==> src/design/vbl_pkg.sv <==
`default_nettype none
// ----------------------------------------------------------------------------
// vbl_pkg: shared types and constants for the voice bulk-dump loader
// Item structs, status codes, message layout constants and the field mask
// table used both when bytes are stored and when fields are decoded.
// ----------------------------------------------------------------------------
package vbl_pkg;

    // Voice store layout
    localparam int NUM_VOICES_DEF = 32;
    localparam int VOICE_BYTES    = 76;
    localparam int BULK_SIZE      = 2432;
    localparam int HEAD_BYTES     = 6;

    // Message length counter
    localparam int LEN_W = 12;
    localparam logic [LEN_W-1:0] LEN_MAX   = 12'hFFF;
    localparam logic [LEN_W-1:0] POS_VOICE = LEN_W'(HEAD_BYTES);
    localparam logic [LEN_W-1:0] POS_CKS   = LEN_W'(HEAD_BYTES + BULK_SIZE);
    localparam logic [LEN_W-1:0] LEN_FULL  = LEN_W'(BULK_SIZE + 12);

    // Header constants
    localparam logic [7:0]  SYX_START   = 8'hF0;
    localparam logic [7:0]  MAKER_ID    = 8'h43;
    localparam logic [7:0]  FORMAT_BULK = 8'h09;
    localparam logic [6:0]  MASK7       = 7'h7F;
    localparam logic [13:0] COUNT_BULK  = 14'(BULK_SIZE);
    localparam logic [8:0]  KEY_BIAS    = 9'd24;
    localparam logic [6:0]  OFF_KEY     = 7'd9;

    // Item kind
    typedef enum logic {
        KIND_BYTE = 1'b0,
        KIND_READ = 1'b1
    } t_kind;

    // Message status codes
    typedef enum logic [2:0] {
        ST_OK        = 3'd0,
        ST_SHORT     = 3'd1,
        ST_HEADER    = 3'd2,
        ST_FORMAT    = 3'd3,
        ST_COUNT     = 3'd4,
        ST_CHECKSUM  = 3'd5,
        ST_PROTECTED = 3'd6
    } t_status;

    // Input item
    typedef struct packed {
        logic       kind;
        logic [7:0] data_byte;
        logic       end_of_message;
        logic [4:0] voice_index;
        logic [6:0] field_offset;
    } t_in_item;

    // Result item
    typedef struct packed {
        logic [2:0]        status;
        logic [5:0]        imported_count;
        logic signed [8:0] field_value;
        logic              field_valid;
    } t_out_item;

    // Bank state and end-of-message outcome from the message checker
    typedef struct packed {
        logic    active_bank;
        logic    loaded;
        t_status status;
    } t_msg_res;

    // Bits kept for each byte of a voice record
    function automatic logic [7:0] field_mask(input logic [6:0] off);
        logic [7:0] m;
        m = 8'h00;
        if (off < 7'd10) begin
            case (off[3:0])
                4'd0, 4'd1: m = 8'h07;
                4'd2:       m = 8'hFF;
                4'd3, 4'd4,
                4'd5:       m = 8'h7F;
                4'd6:       m = 8'h01;
                4'd7:       m = 8'h03;
                4'd8:       m = 8'h73;
                default:    m = 8'hFF;
            endcase
        end else if (off < 7'd74) begin
            case (4'(off - 7'd10))
                4'd0, 4'd1,
                4'd2:       m = 8'h1F;
                4'd3, 4'd4: m = 8'h0F;
                4'd5:       m = 8'hFF;
                4'd6:       m = 8'h03;
                4'd7:       m = 8'h07;
                4'd8:       m = 8'h01;
                4'd9:       m = 8'h07;
                4'd10:      m = 8'hFF;
                4'd11:      m = 8'h3F;
                4'd12:      m = 8'h07;
                default:    m = 8'h00;
            endcase
        end
        return m;
    endfunction

endpackage
`default_nettype wire

==> src/design/vbl_msg.sv <==
`default_nettype none
// ----------------------------------------------------------------------------
// vbl_msg: bulk-dump message checker
// Tracks length, header, byte count, checksum of one message, produces the
// masked voice byte writes into the inactive bank and the end-of-message
// status, and swaps banks on a good dump.
// ----------------------------------------------------------------------------
module vbl_msg #(
    parameter int NUM_VOICES = vbl_pkg::NUM_VOICES_DEF,
    parameter int BANK_BYTES = NUM_VOICES * vbl_pkg::VOICE_BYTES,
    parameter int AW         = $clog2(2 * BANK_BYTES)
) (
    input  wire logic          i_clk,
    input  wire logic          i_rst_n,
    input  wire logic          i_byte_en,
    input  wire logic [7:0]    i_byte,
    input  wire logic          i_eom,
    input  wire logic          i_protect,
    output logic               o_we,
    output logic [AW-1:0]      o_waddr,
    output logic [7:0]         o_wdata,
    output vbl_pkg::t_msg_res  o_res
);

    localparam logic [vbl_pkg::LEN_W-1:0] BANK_LEN  = vbl_pkg::LEN_W'(BANK_BYTES);
    localparam logic [6:0]                FLD_LAST  = 7'(vbl_pkg::VOICE_BYTES - 1);

    logic [vbl_pkg::LEN_W-1:0] r_len, n_len;
    logic [6:0]                r_sum, n_sum;
    logic [1:0]                r_herr, n_herr;
    logic [13:0]               r_decl, n_decl;
    logic [7:0]                r_cks, n_cks;
    logic [6:0]                r_fld, n_fld;
    logic                      r_active, r_loaded;

    logic                      take;
    logic                      in_voice;
    logic [vbl_pkg::LEN_W-1:0] vofs;
    vbl_pkg::t_status          st;
    logic                      finish;

    // Per-byte update of the message state
    always_comb begin
        take     = i_byte_en && (r_len != vbl_pkg::LEN_MAX);
        in_voice = (r_len >= vbl_pkg::POS_VOICE) && (r_len < vbl_pkg::POS_CKS);
        vofs     = r_len - vbl_pkg::POS_VOICE;
        n_len    = r_len;
        n_sum    = r_sum;
        n_herr   = r_herr;
        n_decl   = r_decl;
        n_cks    = r_cks;
        n_fld    = r_fld;
        if (take) begin
            n_len = r_len + 1'b1;
            if (r_len == 12'd0 && i_byte != vbl_pkg::SYX_START) begin
                n_herr[0] = 1'b1;
            end
            if (r_len == 12'd1 && i_byte != vbl_pkg::MAKER_ID) begin
                n_herr[0] = 1'b1;
            end
            if (r_len == 12'd3 && i_byte != vbl_pkg::FORMAT_BULK) begin
                n_herr[1] = 1'b1;
            end
            if (r_len == 12'd4) begin
                n_decl = {i_byte[6:0], 7'd0};
            end
            if (r_len == 12'd5) begin
                n_decl = {r_decl[13:7], i_byte[6:0] & vbl_pkg::MASK7};
            end
            if (in_voice) begin
                n_sum = r_sum + i_byte[6:0];
                n_fld = (r_fld == FLD_LAST) ? 7'd0 : r_fld + 1'b1;
            end
            if (r_len == vbl_pkg::POS_CKS) begin
                n_cks = i_byte;
            end
        end
    end

    // Masked voice byte into the inactive bank
    always_comb begin
        o_we    = take && in_voice && (vofs < BANK_LEN);
        o_waddr = (r_active ? AW'(0) : AW'(BANK_BYTES)) + AW'(vofs);
        o_wdata = i_byte & vbl_pkg::field_mask(r_fld);
    end

    // Message checks, in order, on the state including this byte
    always_comb begin
        if (n_len < 12'd8) begin
            st = vbl_pkg::ST_SHORT;
        end else if (n_herr[0]) begin
            st = vbl_pkg::ST_HEADER;
        end else if (n_herr[1]) begin
            st = vbl_pkg::ST_FORMAT;
        end else if (n_len < 12'd10) begin
            st = vbl_pkg::ST_SHORT;
        end else if (n_decl != vbl_pkg::COUNT_BULK) begin
            st = vbl_pkg::ST_COUNT;
        end else if (n_len < vbl_pkg::LEN_FULL) begin
            st = vbl_pkg::ST_SHORT;
        end else if (n_cks != {1'b0, n_sum}) begin
            st = vbl_pkg::ST_CHECKSUM;
        end else if (i_protect) begin
            st = vbl_pkg::ST_PROTECTED;
        end else begin
            st = vbl_pkg::ST_OK;
        end
    end

    assign finish = i_byte_en && i_eom;

    // Message state: cleared after every end byte
    always_ff @(posedge i_clk) begin
        if (!i_rst_n || finish) begin
            r_len  <= '0;
            r_sum  <= '0;
            r_herr <= '0;
            r_decl <= '0;
            r_cks  <= '0;
            r_fld  <= '0;
        end else begin
            r_len  <= n_len;
            r_sum  <= n_sum;
            r_herr <= n_herr;
            r_decl <= n_decl;
            r_cks  <= n_cks;
            r_fld  <= n_fld;
        end
    end

    // Bank swap on a good dump
    always_ff @(posedge i_clk) begin
        if (!i_rst_n) begin
            r_active <= 1'b0;
            r_loaded <= 1'b0;
        end else if (finish && st == vbl_pkg::ST_OK) begin
            r_active <= ~r_active;
            r_loaded <= 1'b1;
        end
    end

    assign o_res.active_bank = r_active;
    assign o_res.loaded      = r_loaded;
    assign o_res.status      = st;

endmodule
`default_nettype wire

==> config.mk <==
export PLATFORM = sky130hd
export DESIGN_NAME = vbl_msg
export DESIGN_NICKNAME = d
export VERILOG_FILES = /design/src/design/vbl_pkg.sv /design/src/design/vbl_msg.sv
export SDC_FILE = /design/constraint.sdc
export NUM_CORES = 1
export LEC_CHECK = 0
export ABC_AREA = 1
export CORE_ASPECT_RATIO = 0.8
export CORE_MARGIN = 8
export CORE_UTILIZATION = 42
export DETAILED_ROUTE_END_ITERATION = 6
export DONT_BUFFER_PORTS = 1
export PLACE_DENSITY = 0.54
export SYNTH_ARGS = -nofsm -noshare
export SYNTH_HDL_FRONTEND = slang
export SYNTH_SLANG_ARGS = --single-unit
==> constraint.sdc <==
create_clock -name i_clk -period 8.6 [get_ports i_clk]
set_input_delay 1.72 -clock i_clk [delete_from_list [all_inputs] [get_ports i_clk]]
set_output_delay 1.72 -clock i_clk [all_outputs]
set_load 0.1 [all_outputs]
# [Word level (Yosys, flattened, before mapping)]
# Memories as Yosys holds them, arrays and structs flattened. A register that Yosys moved wholly into a read port is not among the register bits.
# Index checks and enable logic that the tools add are counted.
[word_totals] regBits=52 rom_bits=240 output_inout_bits=27 word_cells=78 mem_count=2
[mem_list] name="(no name shown)" words=16 word_bits=8 rd=1 rd_clocked_by_memory_dff=0 write_ports=0 line_no="vbl_pkg.sv:88" rtl="case (4'(off - 7'd10))"
[mem_list] name="(no name shown)" words=16 word_bits=7 rd=1 rd_clocked_by_memory_dff=1 write_ports=0 line_no="vbl_pkg.sv:77" rtl="case (off[3:0])"
[op_classes] n_addsub=6 magnitude_cmp=8 eq_ne=12 muxes=26 bitwise=2 reduce_logical=14
[op_table] cell="$mux 14" count=3
[op_table] cell="$lt 12x12->1 const B" count=3
[op_table] cell="$mux 8" count=4
[op_table] cell="$eq 12x3->1 const B" count=2
[op_table] cell="$lt 12x4->1 const B" count=2
[op_table] cell="$mux 12" count=2
[op_table] cell="$mux 3" count=8
[op_table] cell="$mux 7" count=3
[op_table] cell="$ne 14x12->1 const B" count=1
[op_table] cell="$add 12x12->13" count=1
[op_table] cell="$add 12x1->12 const B" count=1
[op_table] cell="$eq 12x1->1 const B" count=1
[op_table] cell="$eq 12x12->1 const B" count=1
[op_table] cell="$eq 12x2->1 const B" count=1
[op_table] cell="$ge 12x3->1 const B" count=1
[op_table] cell="$logic_not 12->1" count=1
[op_table] cell="$ne 12x12->1 const B" count=1
[op_table] cell="$sub 12x3->12 const B" count=1
[op_table] cell="$logic_and 1x1->1" count=9
[op_table] cell="$and 8x8->8" count=1
[op_table] cell="$mux 4" count=2
[op_table] cell="$ne 8x4->1 const B" count=1
[op_table] cell="$ne 8x7->1" count=1
[op_table] cell="$ne 8x7->1 const B" count=1
[op_table] cell="14 further kinds" count=16

# [Logic depth before layout (Yosys ltp)]
# Gate-level depths: netlist of run 1.
[logic_depth] word_depth=14 depth_mapped=24

# [Worst setup path after synthesis of run 1]
# Ideal clock, no wire load.
[synth_timing] kind="input-to-output" start="input port i_byte[0]" end="output port o_res[2] (netlist bit)" t_arrival_ps=4584 path_slack_ps=2296 stages=15 path_cell_list="ha_1 > fa_1 > nand2_1 > nand3b_1 > nand2_1 > inv_1 > nand3_1 > nand3_1 > nand2_1 > nor2_1 > nand3_1 > nor2_2 > nand2_1 > nand2_1 > a21oi_1"
[synth_rtl] element="from (decl)" line_no="vbl_msg.sv:16" rtl="input wire logic [7:0] i_byte,"
[synth_rtl] element="to (decl)" line_no="vbl_msg.sv:22" rtl="output vbl_pkg::t_msg_res o_res"

==> results of run 1 <==
## metal layers
metal | up-vias | wire length [um] | part of all wire | global-route usage
met3 | 10 | 1040 | 0.085 | 0.0738
li1 | 2213 | - | - | -
met1 | 1860 | 5960 | 0.49 | 0.253
met5 | - | 0 | 0 | 0
met2 | 91 | 5090 | 0.42 | 0.266
met4 | 0 | 122 | 0.010 | 0.0546
## cell usage after synthesis, types with 2 or more instances
library cell,instances,area (sq um)
o211ai_1,6,45.0
nand2_1,189,709
nand3b_1,4,30.0
and3_1,2,12.5
nor2_4,3,33.8
buf_2,3,15.0
nor3_1,15,75.1
inv_4,2,12.5
nand3_1,54,270
nor4_1,5,31.3
nor2_1,90,338
clkbuf_1,4,15.0
xor2_1,16,140
nor3_2,2,20.0
nand4_1,11,68.8
o21ai_2,5,43.8
a21oi_1,28,140
fa_1,2,40.0
buf_4,5,37.5
nand2_2,11,68.8
o21ai_1,7,35.0
clkinv_1,2,7.51
dfxtp_1,57,1140
nor2_2,6,37.5
buf_6,4,45.0
inv_1,105,394
inv_2,8,30.0
nand3_2,2,20.0
o21ai_0,17,85.1
ha_1,21,263
## cell type report
type / instances / area, sq um
multi-input combinational: 512 / 2770
inverter: 117 / 444
fill: 1091 / 5300
sequential: 57 / 1140
timing repair buffer: 5 / 55.1
clock buffer: 13 / 280
tap: 140 / 175
clock inverter: 2 / 35.0
## worst min-delay path, cell delays in order (launching register included)
cell,delay (ns)
dfxtp_1,0.30
nand2_1,0.07
a21oi_1,0.06
## path summary, 6_finish.rpt
kind | from | to | slack (ns) | cells past startpoint
worst max-delay path | i_byte_en | o_res[1] | 2.63 | 12
worst min-delay path | r_decl[10] | r_decl[10] | 0.47 | 2
worst max register to register | r_len[1] | r_active | 4.95 | 16
worst min register to register | r_decl[10] | r_decl[10] | 0.47 | 2
## cell usage in the layout, fill, tap and decap left out, types with 2 or more instances in the layout
master and count:
ha_1 21, nand2_2 11, clkbuf_8 4, nand4_1 11, inv_4 2, clkinv_1 2, inv_1 105, nand3_2 2
xor2_2 5, nand3_1 54, fa_1 2, o21ai_1 7, nor2_4 3, o21ai_2 5, o211ai_1 6, nor4_1 5
and3_1 2, nor3_1 14, nor2_2 10, xor2_1 11, o21ai_0 17, nand2_1 189, dfxtp_1 57, nand3b_1 4
inv_2 8, clkbuf_16 10, nor3_2 3, a21oi_2 5, a21oi_1 23, buf_4 4, nor2_1 86
## flip-flops by register name, summed over array words and instances, names as in the netlist, named ones only
signal / flops
r_decl: 14
r_len: 12
r_cks: 8
r_fld: 7
r_sum: 7
r_herr: 2
r_active: 1
r_loaded: 1
## power groups by stage
stage          Sequential [mW]  Combinational [mW]  Clock (mW)
6_report                 0.267              0.0569       0.380
3_3_place_gp             0.273              0.0571           0
3_5_place_dp             0.273              0.0573           0
2_1_floorplan            0.273              0.0463           0
4_1_cts                  0.267              0.0574       0.391
5_1_grt                  0.267              0.0626       0.402
## kinds of logic (layout without fill, tap and decap cells)
| group | count (synthesis) | after routing | share of synthesized area |
|---|---|---|---|
| DFF | 57 | 57 | 0.260 |
| xor gates and xnor gates | 17 | 17 | 0.0339 |
| muxes | 1 | 1 | 0.00228 |
| adders and majority gates | 23 | 23 | 0.0689 |
| buffers and inverters | 133 | 137 | 0.127 |
| and+or+nand+nor | 401 | 401 | 0.416 |
| AOI/OAI and AO/OA | 70 | 70 | 0.0923 |
## metrics by stage
step / cells / util / power [mW]
final: 846 / 0.481 / 0.704
after global routing: 846 / 0.481 / 0.732
after CTS: 846 / 0.481 / 0.716
after detailed placement: 831 / 0.450 / 0.330
after global placement: 831 / 0.450 / 0.330
after floorplan: 702 / - / 0.319
==> results.txt, run 1 <==
The run finished with clean final reports. The number of hold buffers added after CTS was 0. For the DRC violation count after routing, the log shows 0. The run gives 0.00439 sq mm as the area of the mapped netlist.

For the worst setup path, the data required time is 6.88 ns. The final route contains 4174 vias. For the finished layout, the period the worst path requires is 5.97 ns. The count of nets left with antenna violations once routing finished came out at 0. The initial antenna violation count is 0. Horizontal extent of the die: 130 um.

The run gives 0.470 ns as the final hold slack. OpenSTA, run right after detailed placement, puts the worst setup slack at 2.65 ns. The tools report the cell at the root of the clock tree as clkbuf_16.

The repair_antennas step left the layout with diodes totalling 0. The die covers 0.0140 sq mm. The count of buffers added on input and output ports is 0. The reported net switching power came out at 0.172 mW. The number of rows created at floorplan is 33, and the count of warnings emitted by yosys is 0. Using the TritonRoute via totals, the vias-per-cell ratio works out to 4.93. The cell with the largest stage delay on the worst path was inv_1. The tools report the clock buffer count from CTS as 9.

The tools report the final sum of negative setup slack as 0 ns. For the clock network fraction of design power, the log shows 0.540. The endpoint kind of the worst setup timing path is an output port.

The share of synthesized flip-flops with an asynchronous set or reset is 0, and the max-slew headroom at the worst pin is 0.160. Entering global routing, the biggest net connects 44 pins. After detailed routing, the average wire length per cell comes to 14.4 um.

Data arrives at the worst endpoint at 4.25 ns. The HPWL reported at the end of detailed placement came out at 9.49 mm. The signal on the critical path passes through inv_1 > nor2_1 > nand2_2 > o21ai_1 > nand4_1 > nor2_1 > nand4_1 > nor2_1 > nand3_1 > nand2_1 > nand2_1 > inv_1. Based on the critical path, the design can be clocked at up to 168 MHz. The maximum cell stage delay along the critical path works out to 0.61 ns. For the worst setup margin, the log shows 2.63 ns. CTS built an H-tree with a depth of 3. The routability congestion estimate is 0.862, and the slew at the pin closest to its max-slew limit is 1.26 ns. The tools report the placed standard-cell area as 0.00459 sq mm. The gate family responsible for the most delay along the worst path was simple AND/OR/NAND/NOR gates.

The post-synthesis average cell area works out to 6.26 sq um. The buffer depth of the longest clock path is 2, and the critical path buffer and inverter count is 2. Proportion of power drawn by combinational gates: 0.081.

The logs give 40 for the number of ports placed on the die boundary and 0.260 for the sequential area share after synthesis. The number of clock sinks came out at 57. In this run the static leakage power is 2.32 nW.

Internal power component: 0.532 mW. The ratio of total power to cell area came out at 144 mW/mm^2. The clock reaches the later pin of the worst-skew pair after 0.33 ns. The net count of the finished layout is 738. The count of final hold-check violations is 0. The first detailed-routing pass ran for 5 iterations. The first-pass GRT wire length was 20.2 mm; the share of total power in sequential cells was 0.380.

TritonCTS built the clock tree. After global routing the overflow that remains totals 0. In the synthesized netlist, the number of instances is 702. Setup repair after global routing left no endpoint under its margin.

After clock tree synthesis, the clock-pin slew on the worst setup and hold paths is 0.05 ns. The fraction of layout instances using a drive strength above 1 is 0.119, and the total non-filler cell area in the finished layout is 0.00490 sq mm. The overall fraction of global-route tracks in use was 0.187. For the final count of negative-setup-slack endpoints, the log shows 0.

Wires add up to 12.2 mm. The proportion of total power due to net switching works out to 0.245. The number of library cell types mapped by synthesis is 46, and the total nets after synthesis is 738. In the synthesized netlist the dominant register cell turns out to be dfxtp_1. The tools report the number of pins exceeding their max-slew limit in the final report as 0.

Once the clock tree was built, the resizer swapped 0 gates to a different size. The kind of critical path was input port to output port. Across the run, the number of max-cap violations was 0. The detailed router's first-iteration violation count was 287; the largest clock skew in the final design was 0.00775 ns.

The type of element launching the critical path is an input port. The fraction of the cycle the final worst path needs is 0.694, and the post-CTS setup buffer count is 0. The run gives 3876 as the number of global-route vias before repair. The floorplan die height is 107 um. The cell repeated most along the worst path is nor2_1. The initial standard-cell utilization of the core is 0.431, and the relative area change from synthesis to final layout is 11.7%. The floorplan step defined a core boundary enclosing 0.0102 sq mm. Of all nets on the critical path, the largest fanout is 15.

After synthesis the netlist holds a flip-flop and latch count of 57. The count of flip-flops with a built-in enable after synthesis came out at 0. The tightest min-delay check is of the flop to flop type. VDD sags by at most 0.107 mV.
(Power assumes the default switching activity.)
==> inputs of run 2 (changes only) <==
--- a/config.mk
+++ b/config.mk
@@ -5,7 +5,7 @@
 export SDC_FILE = /design/constraint.sdc
 export NUM_CORES = 1
 export LEC_CHECK = 0
-export ABC_AREA = 1
+export ABC_AREA = 0
 export CORE_ASPECT_RATIO = 0.8
 export CORE_MARGIN = 8
 export CORE_UTILIZATION = 42
==> constraint.sdc (replaced) <==
create_clock -name i_clk -period 5.55 [get_ports i_clk]
set_input_delay 1.11 -clock i_clk [delete_from_list [all_inputs] [get_ports i_clk]]
set_output_delay 1.11 -clock i_clk [all_outputs]
set_load 0.1 [all_outputs]
==> run 2 against run 1 <==
Effect of this change: critical path depth down 2; via count decreased by 8.6%; synthesized area is 5.3% lower; synthesized cell count is 25% lower; hold slack got worse by 0.020 ns; final cell count down 22%.
==> results.txt, run 2 <==
The flow ran to the end, and the final reports show no timing, DRC or antenna violations. Setup repair after global routing left no endpoint under its margin. The count of warnings emitted by yosys was 0 (unchanged). The horizontal extent of the die was 127 um (-2.4%). The tools report the sum of overflow across all layers after global routing as 0 (unchanged).

dfxtp_1 takes more of the synthesized area than any other cell. The final count of negative-setup-slack endpoints is 0 (unchanged), and the fraction of the cycle the final worst path needs is 0.936. The count of buffers inserted at the top-level ports came out at 0 (unchanged).

The count of flip-flops with a built-in enable after synthesis came out at 0 (unchanged). The post-synthesis average cell area is 7.87 sq um (+26%). Share of the synthesized area in the top cell type: 0.274 (+0.0146). The largest net degree at the start of global routing was 38 (-14%); the post-CTS setup buffer count was 0 (unchanged). Clock tree synthesis selected as its root buffer the cell clkbuf_16. The signal arrival time at the worst endpoint was 4.09 ns (-0.16 ns). STA classifies the critical path endpoint as an output port.

The logs give 3611 (-6.8%) for the number of global-route vias before repair and 0.0134 sq mm (-4.6%) for the overall die area. Fraction of layout instances using a drive strength above 1: 0.109 (-0.0102). The clock-pin transition on the worst setup and hold timing paths is 0.05 ns (about the same), and the met3 demand-to-capacity share in global routing is 0.0447 (-0.0291). The buffer depth of the longest clock path is 2 (unchanged), and the number of vias in the routed layout is 3817 (-8.6%). The largest registers in the layout are r_decl: 14 flops, r_len: 12 flops, r_cks: 8 flops.

The average wire per standard cell is 17.3 um (+20%), and the number of instances in the synthesized netlist is 528 (-25%). The logs give 3 (unchanged) for the maximum level of the CTS H-tree and 0 (unchanged) for the number of pins exceeding their max-slew limit in the final report. The average via count per standard cell came out at 5.78 (+17%). The ratio of total power to cell area works out to 229 mW/mm^2 (+59%). The run gives 32 (-3.0%) as the number of rows created at floorplan. By instance count, the leading cell after synthesis is nor2_1. For the clock buffer count from CTS, the log shows 9 (unchanged). The logs give 0.176 (-0.0110) for the overall fraction of global-route tracks in use and 0.431 (about the same) for the initial standard-cell utilization of the core. The hold buffer count at cts was 0 (unchanged); the total non-filler cell area in the finished layout was 0.00469 sq mm (-4.4%). The logs give 1.76 nW (-24%) for the leakage dissipation and 0 (unchanged) for the diode insertion count for antenna repair. The placed standard-cell area was 0.00436 sq mm (-4.9%). In the layout the commonest cells are nor2_1 (65), nand2_1 (58), dfxtp_1 (57), a21oi_1 (28).

The number of nets still failing antenna checks after routing was 0 (unchanged). The run gives 8.52 mm (-10%) as the HPWL reported at the end of detailed placement. The count of cells resized by post-cts repair was 0 (unchanged); the first-pass GRT wire length was 19.0 mm (-5.9%). For the number of nets in the layout, the log shows 555 (-25%). Relative area change from synthesis to final layout: 12.7%. The max-slew headroom at the worst pin is 0.194 (+0.0333), and the number of cells on the worst hold path is 2 (unchanged). For the routability congestion estimate, the log shows 0.867 (+0.55%). The number of flip-flops in the largest register was 14 (unchanged); the largest voltage drop on the vdd net was 0.144 mV (+35%).

The number of search-and-repair iterations in the first detailed-routing pass was 5 (unchanged); the number of ports placed on the die boundary was 40 (unchanged). Area of the mapped netlist: 0.00416 sq mm (-5.3%). The slew at the pin closest to its max-slew limit was 1.21 ns (-0.0517 ns).

The layer flagged by global routing as most heavily used is met1. The run gives 0 ns (unchanged) as the final sum of negative setup slack. TritonCTS built the clock tree.

By count the netlist is led by nor2_1 (65), nand2_1 (58), dfxtp_1 (57), a21oi_1 (29). The type of element launching the critical path was a flop. The run gives 0 (unchanged) as the number of max-cap violations. The tools report the highest achievable clock rate as 192 MHz. The tools report the met1 demand-to-capacity share in global routing as 0.258 (+0.00530). The logs give 564 (-24%) for the total nets after synthesis and 0.00965 sq mm (-5.4%) for the core region area. For the sequential area share after synthesis, the log shows 0.274 (+0.0146).

The total routed wirelength is 11.4 mm (-6.5%). The floorplan die height is 105 um (-2.3%). The time the worst path needs with I/O delays and setup works out to 5.20 ns. In this run the worst hold path is classified as flop to flop.

The tools report the initial antenna violation count as 0 (unchanged). Sorting the synthesized cells by area gives the leading types as dfxtp_1 (27%), ha_1 (6.3%), nor2_1 (5.9%). The detailed router's first-iteration violation count was 272 (-5.2%); the largest clock skew in the final design was 0.00701 ns (-0.000739 ns). The worst reg2reg path depth was 12 (-4); the flip-flop and latch count after synthesis was 57 (unchanged). The data required time of the worst path was 4.44 ns (-2.44 ns). The tools report the number of library cell types mapped by synthesis as 69 (+50%). The tools report the DRC violation count after routing as 0 (unchanged). The share of synthesized flip-flops with an asynchronous set or reset is 0 (unchanged). The register containing the most flip-flops in the final layout was r_decl. The tools report the clock latency reported for the late side of the worst-skew pair as 0.32 ns (about the same).

The dominant register cell in the synthesized netlist was dfxtp_1. For the global-route track usage on met2, the log shows 0.245 (-0.0213). Count of final hold-check violations: 0 (unchanged). The critical path is of the flop to output port type.

The largest driver fanout on the critical path works out to 10 (-5). For the number of clock sinks, the log shows 57 (unchanged). Leaving out fill and tap cells, the most frequent cell in the layout is nor2_1.
run 2: changes by cell type after synthesis, moves of 7 or more:
cell and change:
nand2_1 -131, inv_1 -87, nand3_1 -37, nor2_1 -25, mux2i_1 +20, xnor2_1 +20, clkbuf_1 +16, and2_1 +12
nand2_2 -11, inv_2 -8, nor2b_1 +7
run 2: per-layer routing:
metal / share of wire / vias up
met4: 0.011 / 0
li1: - / 1865
met1: 0.51 / 1818
met2: 0.42 / 123
met5: 0 / -
met3: 0.059 / 11
run 2: logic make-up after synthesis:
group / count (synthesis) / share of synthesized area
and+or+nand+nor: 232 / 0.287
AOI/OAI and AO/OA: 107 / 0.184
DFF: 57 / 0.274
buffers and inverters: 53 / 0.0563
xor gates and xnor gates: 33 / 0.0695
muxes: 23 / 0.0560
adders and majority gates: 23 / 0.0728
run 2: final timing paths:
check	startpoint	slack (ns)	to
max	r_len[1]	0.35	o_res[0]
min reg2reg	r_decl[3]	0.45	r_decl[3]
max reg2reg	r_len[1]	1.08	r_active
min	r_decl[3]	0.45	r_decl[3]
run 2: power by group:
part	total [mW]	switching, mW	internal (mW)
Clock	0.596	0.192	0.404
Sequential	0.412	0.00106	0.411
Combinational	0.0631	0.0471	0.0160
Total	1.07	0.240	0.831
run 2: final cells by class:
cell class,instances,area [sq um]
repair buffers,15,125
well taps,136,170
clock inverters,5,78.8
clock buffers,11,243
fillers,963,4960
multi-input cells,418,2860
flip-flops and latches,57,1140
inverters,18,67.6
run 2: per-stage QoR:
stage | instances | util | power [mW] | hold WS (ns) | setup WS, ns
after floorplan | 528 | - | 0.476 | 0.426 | 0.177
after global placement | 644 | 0.452 | 0.484 | 0.436 | 0.692
after detailed placement | 644 | 0.452 | 0.484 | 0.445 | 0.679
after CTS | 660 | 0.486 | 1.08 | 0.452 | 0.356
after global routing | 660 | 0.486 | 1.10 | 0.473 | 0.0413
final | 660 | 0.486 | 1.07 | 0.450 | 0.353
run 2: critical path, stage by stage, from the launching register on:
cell and delay (ns):
dfxtp_1 0.42, ha_1 0.44, nand4_1 0.21, o31ai_1 0.67
o21ai_0 0.27, nand4_1 0.20, a31oi_1 0.10, or4_1 0.69
o31ai_1 0.37, a31oi_2 0.13, buf_4 0.26
==> inputs of run 3 (changes only) <==
--- a/config.mk
+++ b/config.mk
@@ -11,7 +11,9 @@
 export CORE_UTILIZATION = 42
 export DETAILED_ROUTE_END_ITERATION = 6
 export DONT_BUFFER_PORTS = 1
+export GPL_TIMING_DRIVEN = 0
 export PLACE_DENSITY = 0.54
+export SETUP_SLACK_MARGIN = 0.3
 export SYNTH_ARGS = -nofsm -noshare
 export SYNTH_HDL_FRONTEND = slang
 export SYNTH_SLANG_ARGS = --single-unit
==> constraint.sdc (replaced) <==
create_clock -name i_clk -period 4.9 [get_ports i_clk]
set_input_delay 0.98 -clock i_clk [delete_from_list [all_inputs] [get_ports i_clk]]
set_output_delay 0.98 -clock i_clk [all_outputs]
set_load 0.1 [all_outputs]
==> run 3 against run 2 <==
Effect of this change: flip-flop and latch count unchanged; global-route usage increased by 1.7 points; clock-buffer cell count decreased by 1; critical path type unchanged; critical endpoint is now o_res[2]; largest cell class unchanged.
==> results.txt, run 3 (synthesized netlist as in run 2, its figures left out) <==
The run finished with clean final reports. For the number of rows created at floorplan, the log shows 32 (unchanged). The endpoint kind of the worst setup timing path was an output port.

The fraction of layout instances using a drive strength above 1 was 0.229 (+0.120). Maximum level of the CTS H-tree: 3 (unchanged). Cell with the largest stage delay on the worst path: a211oi_4. The placed standard-cell area came out at 0.00442 sq mm (+1.2%). The signal arrival time at the worst endpoint came out at 3.79 ns (-0.30 ns). The max-slew headroom at the worst pin came out at 0.172 (-0.0219). The smallest clock period supported by the final layout is computed as 4.77 ns.

The number of ports placed on the die boundary is 40 (unchanged). The register containing the most flip-flops in the final layout was r_decl. CTS placed an instance of clkbuf_16 at the clock tree root. In the final layout, the registers with the most flip-flops are r_decl: 14 flops, r_len: 12 flops, r_cks: 8 flops. The tools report the number of cells in the design after placement as 664 (+3.1%). The tools report the clock buffer count from CTS as 9 (unchanged). The signal on the critical path passes through buf_6 > or4_4 > buf_8 > o311ai_4 > o211ai_1 > or3_4 > a21o_1 > o211ai_1 > buf_4 > nor4b_4 > a211oi_4. The run gives 4032 (+5.6%) as the number of vias in the routed layout. The tools report the leakage dissipation as 2.02 nW (+15%). The largest clock skew in the final design is 0.00998 ns (+0.00296 ns), and the average via count per standard cell is 5.69 (-1.5%). The run gives 0.00965 sq mm (unchanged) as the core region area. In the layout the commonest cells are nor2_1 (65), nand2_1 (58), dfxtp_1 (52), buf_4 (31), a21oi_1 (28). The DRC violation count after routing is 0 (unchanged). The routability congestion estimate is 0.898 (+3.6%), and the largest voltage drop on the vdd net is 0.173 mV (+20%).

The kind of critical path was flop to output port. For the number of search-and-repair iterations in the first detailed-routing pass, the log shows 5 (unchanged). In this design, the critical path's most frequently occurring cell is o211ai_1. The tools report the type of element launching the critical path as a flop. The number of max-cap violations was 0 (unchanged); the maximum cell stage delay along the critical path was 0.97 ns (+0.28 ns).

The path category of the worst min-delay check is flop to flop. Relative to the synthesized area, the layout overhead comes to 28.8%. The hold buffer count at cts is 0 (unchanged), and the data required time of the worst path is 3.92 ns (-0.52 ns). The ratio of total power to cell area was 236 mW/mm^2 (+3.2%); the highest achievable clock rate was 210 MHz. The largest driver fanout on the critical path is 6 (-4), and the post-layout instance count excluding filler cells is 708 (+7.3%).

The final count of negative-setup-slack endpoints was 0 (unchanged). The number of pins exceeding their max-slew limit in the final report was 0 (unchanged). Clock-pin transition on the worst setup and hold timing paths: 0.06 ns (about the same). Total routed wirelength: 12.9 mm (+13%). The horizontal extent of the die came out at 127 um (unchanged). TritonCTS built the clock tree. For the largest net degree at the start of global routing, the log shows 12 (-68%).

The sum of overflow across all layers after global routing is 0 (unchanged). The logs give 0 (unchanged) for the initial antenna violation count and 0 (unchanged) for the number of nets still failing antenna checks after routing. Count of buffers inserted at the top-level ports: 0 (unchanged). The HPWL reported at the end of detailed placement is 9.06 mm (+6.3%).

The floorplan die height was 105 um (unchanged); the clock latency reported for the late side of the worst-skew pair was 0.34 ns (+0.02 ns). The average wire per standard cell is 18.3 um (+5.6%), and the final design utilization is 0.555 (+0.0695). The tools report the overall fraction of global-route tracks in use as 0.193 (+0.0167). The buffer depth of the longest clock path came out at 2 (unchanged). The number of flip-flops in the largest register is 14 (unchanged), and the number of nets in the layout is 603 (+8.6%).

For the diode insertion count for antenna repair, the log shows 0 (unchanged). The first-pass GRT wire length is 20.4 mm (+7.2%), and the slew at the pin closest to its max-slew limit is 1.24 ns (+0.0278 ns). Most common cell after layout, fill and taps aside: nor2_1. For the overall die area, the log shows 0.0134 sq mm (unchanged). The logs give 874 (-9.2%) for the number of filler cells placed in the layout and 0 (unchanged) for the count of final hold-check violations. The detailed router's first-iteration violation count is 333 (+22%). The logs give 0.00536 sq mm (+14%) for the total non-filler cell area in the finished layout and 57 (unchanged) for the number of clock sinks. The kind of cell with the highest combined delay along the critical path is compound AO/OA/AOI/OAI gates. The run gives -0.414 ns (-1.09 ns) as the post-place setup slack.

Setup repair after global routing could not meet its margin everywhere. The run gives 0.431 (unchanged) as the initial standard-cell utilization of the core. The tools report the number of global-route vias before repair as 3720 (+3.0%). The critical path buffer and inverter count is 3 (+2). The run gives 0.127 ns (-0.226 ns) as the worst setup margin. The fraction of the cycle the final worst path needs was 0.974.
==> run 3: cell count changes in the layout (fill, tap and decap cells not counted), sizes merged <==
cell / delta
buf: +29
clkinv: -2
clkbuf: +18
clkinvlp: +3
==> run 3: what timing repair did <==
action / in CTS / in global routing
endpoints found under the hold margin: 0 / 0
buffers inserted: 10 / 17
pin swaps: 17 / 22
gates cloned: 1 / 0
setup endpoints to repair: 8 / 4
resized for setup: 43 / 53
==> run 3: cell type report <==
type	instances	area, sq um	area share
well taps	136	170	0.0318
multi-input cells	418	3210	0.599
inverters	18	71.3	0.0133
flip-flops and latches	57	1150	0.215
clock inverters	6	88.8	0.0166
repair buffers	28	215	0.0402
clock buffers	10	239	0.0446
plain buffers	35	210	0.0392
==> run 3: worst min-delay path, stage by stage, from the launching register on <==
cell     delay (ns)
dfxtp_1        0.30
nand2_1        0.05
a21oi_1        0.05
==> run 3: where the power goes <==
part           total [mW]  switching [mW]  internal, mW
Sequential          0.467         0.00194         0.465
Clock               0.704           0.244         0.460
Combinational      0.0925          0.0667        0.0258
==> run 3: routing by layer <==
layer | GRT usage | wire [um] | part of all wire | vias to the layer above
met3 | 0.0549 | 1040 | 0.080 | 11
met4 | 0.0542 | 145 | 0.011 | 0
met2 | 0.267 | 5300 | 0.41 | 150
met1 | 0.280 | 6460 | 0.50 | 1909
met5 | 0 | 0 | 0 | -
li1 | - | - | - | 1962
==> run 3: worst paths after layout <==
path,from,to,slack [ns],depth (start not counted)
setup / recovery,r_len[5],o_res[2],0.13,11
hold / removal,r_decl[1],r_decl[1],0.45,2
setup reg to reg,r_len[5],r_active,0.70,13
hold reg to reg,r_decl[1],r_decl[1],0.45,2
==> run 3: stage by stage <==
stage,TNS (ns),hold slack (ns),total power [mW]
final,0,0.447,1.26
after global routing,-0.0202,0.466,1.30
after CTS,0,0.452,1.26
after detailed placement,-0.747,0.444,0.557
after global placement,-0.813,0.437,0.557
after floorplan,0,0.426,0.539
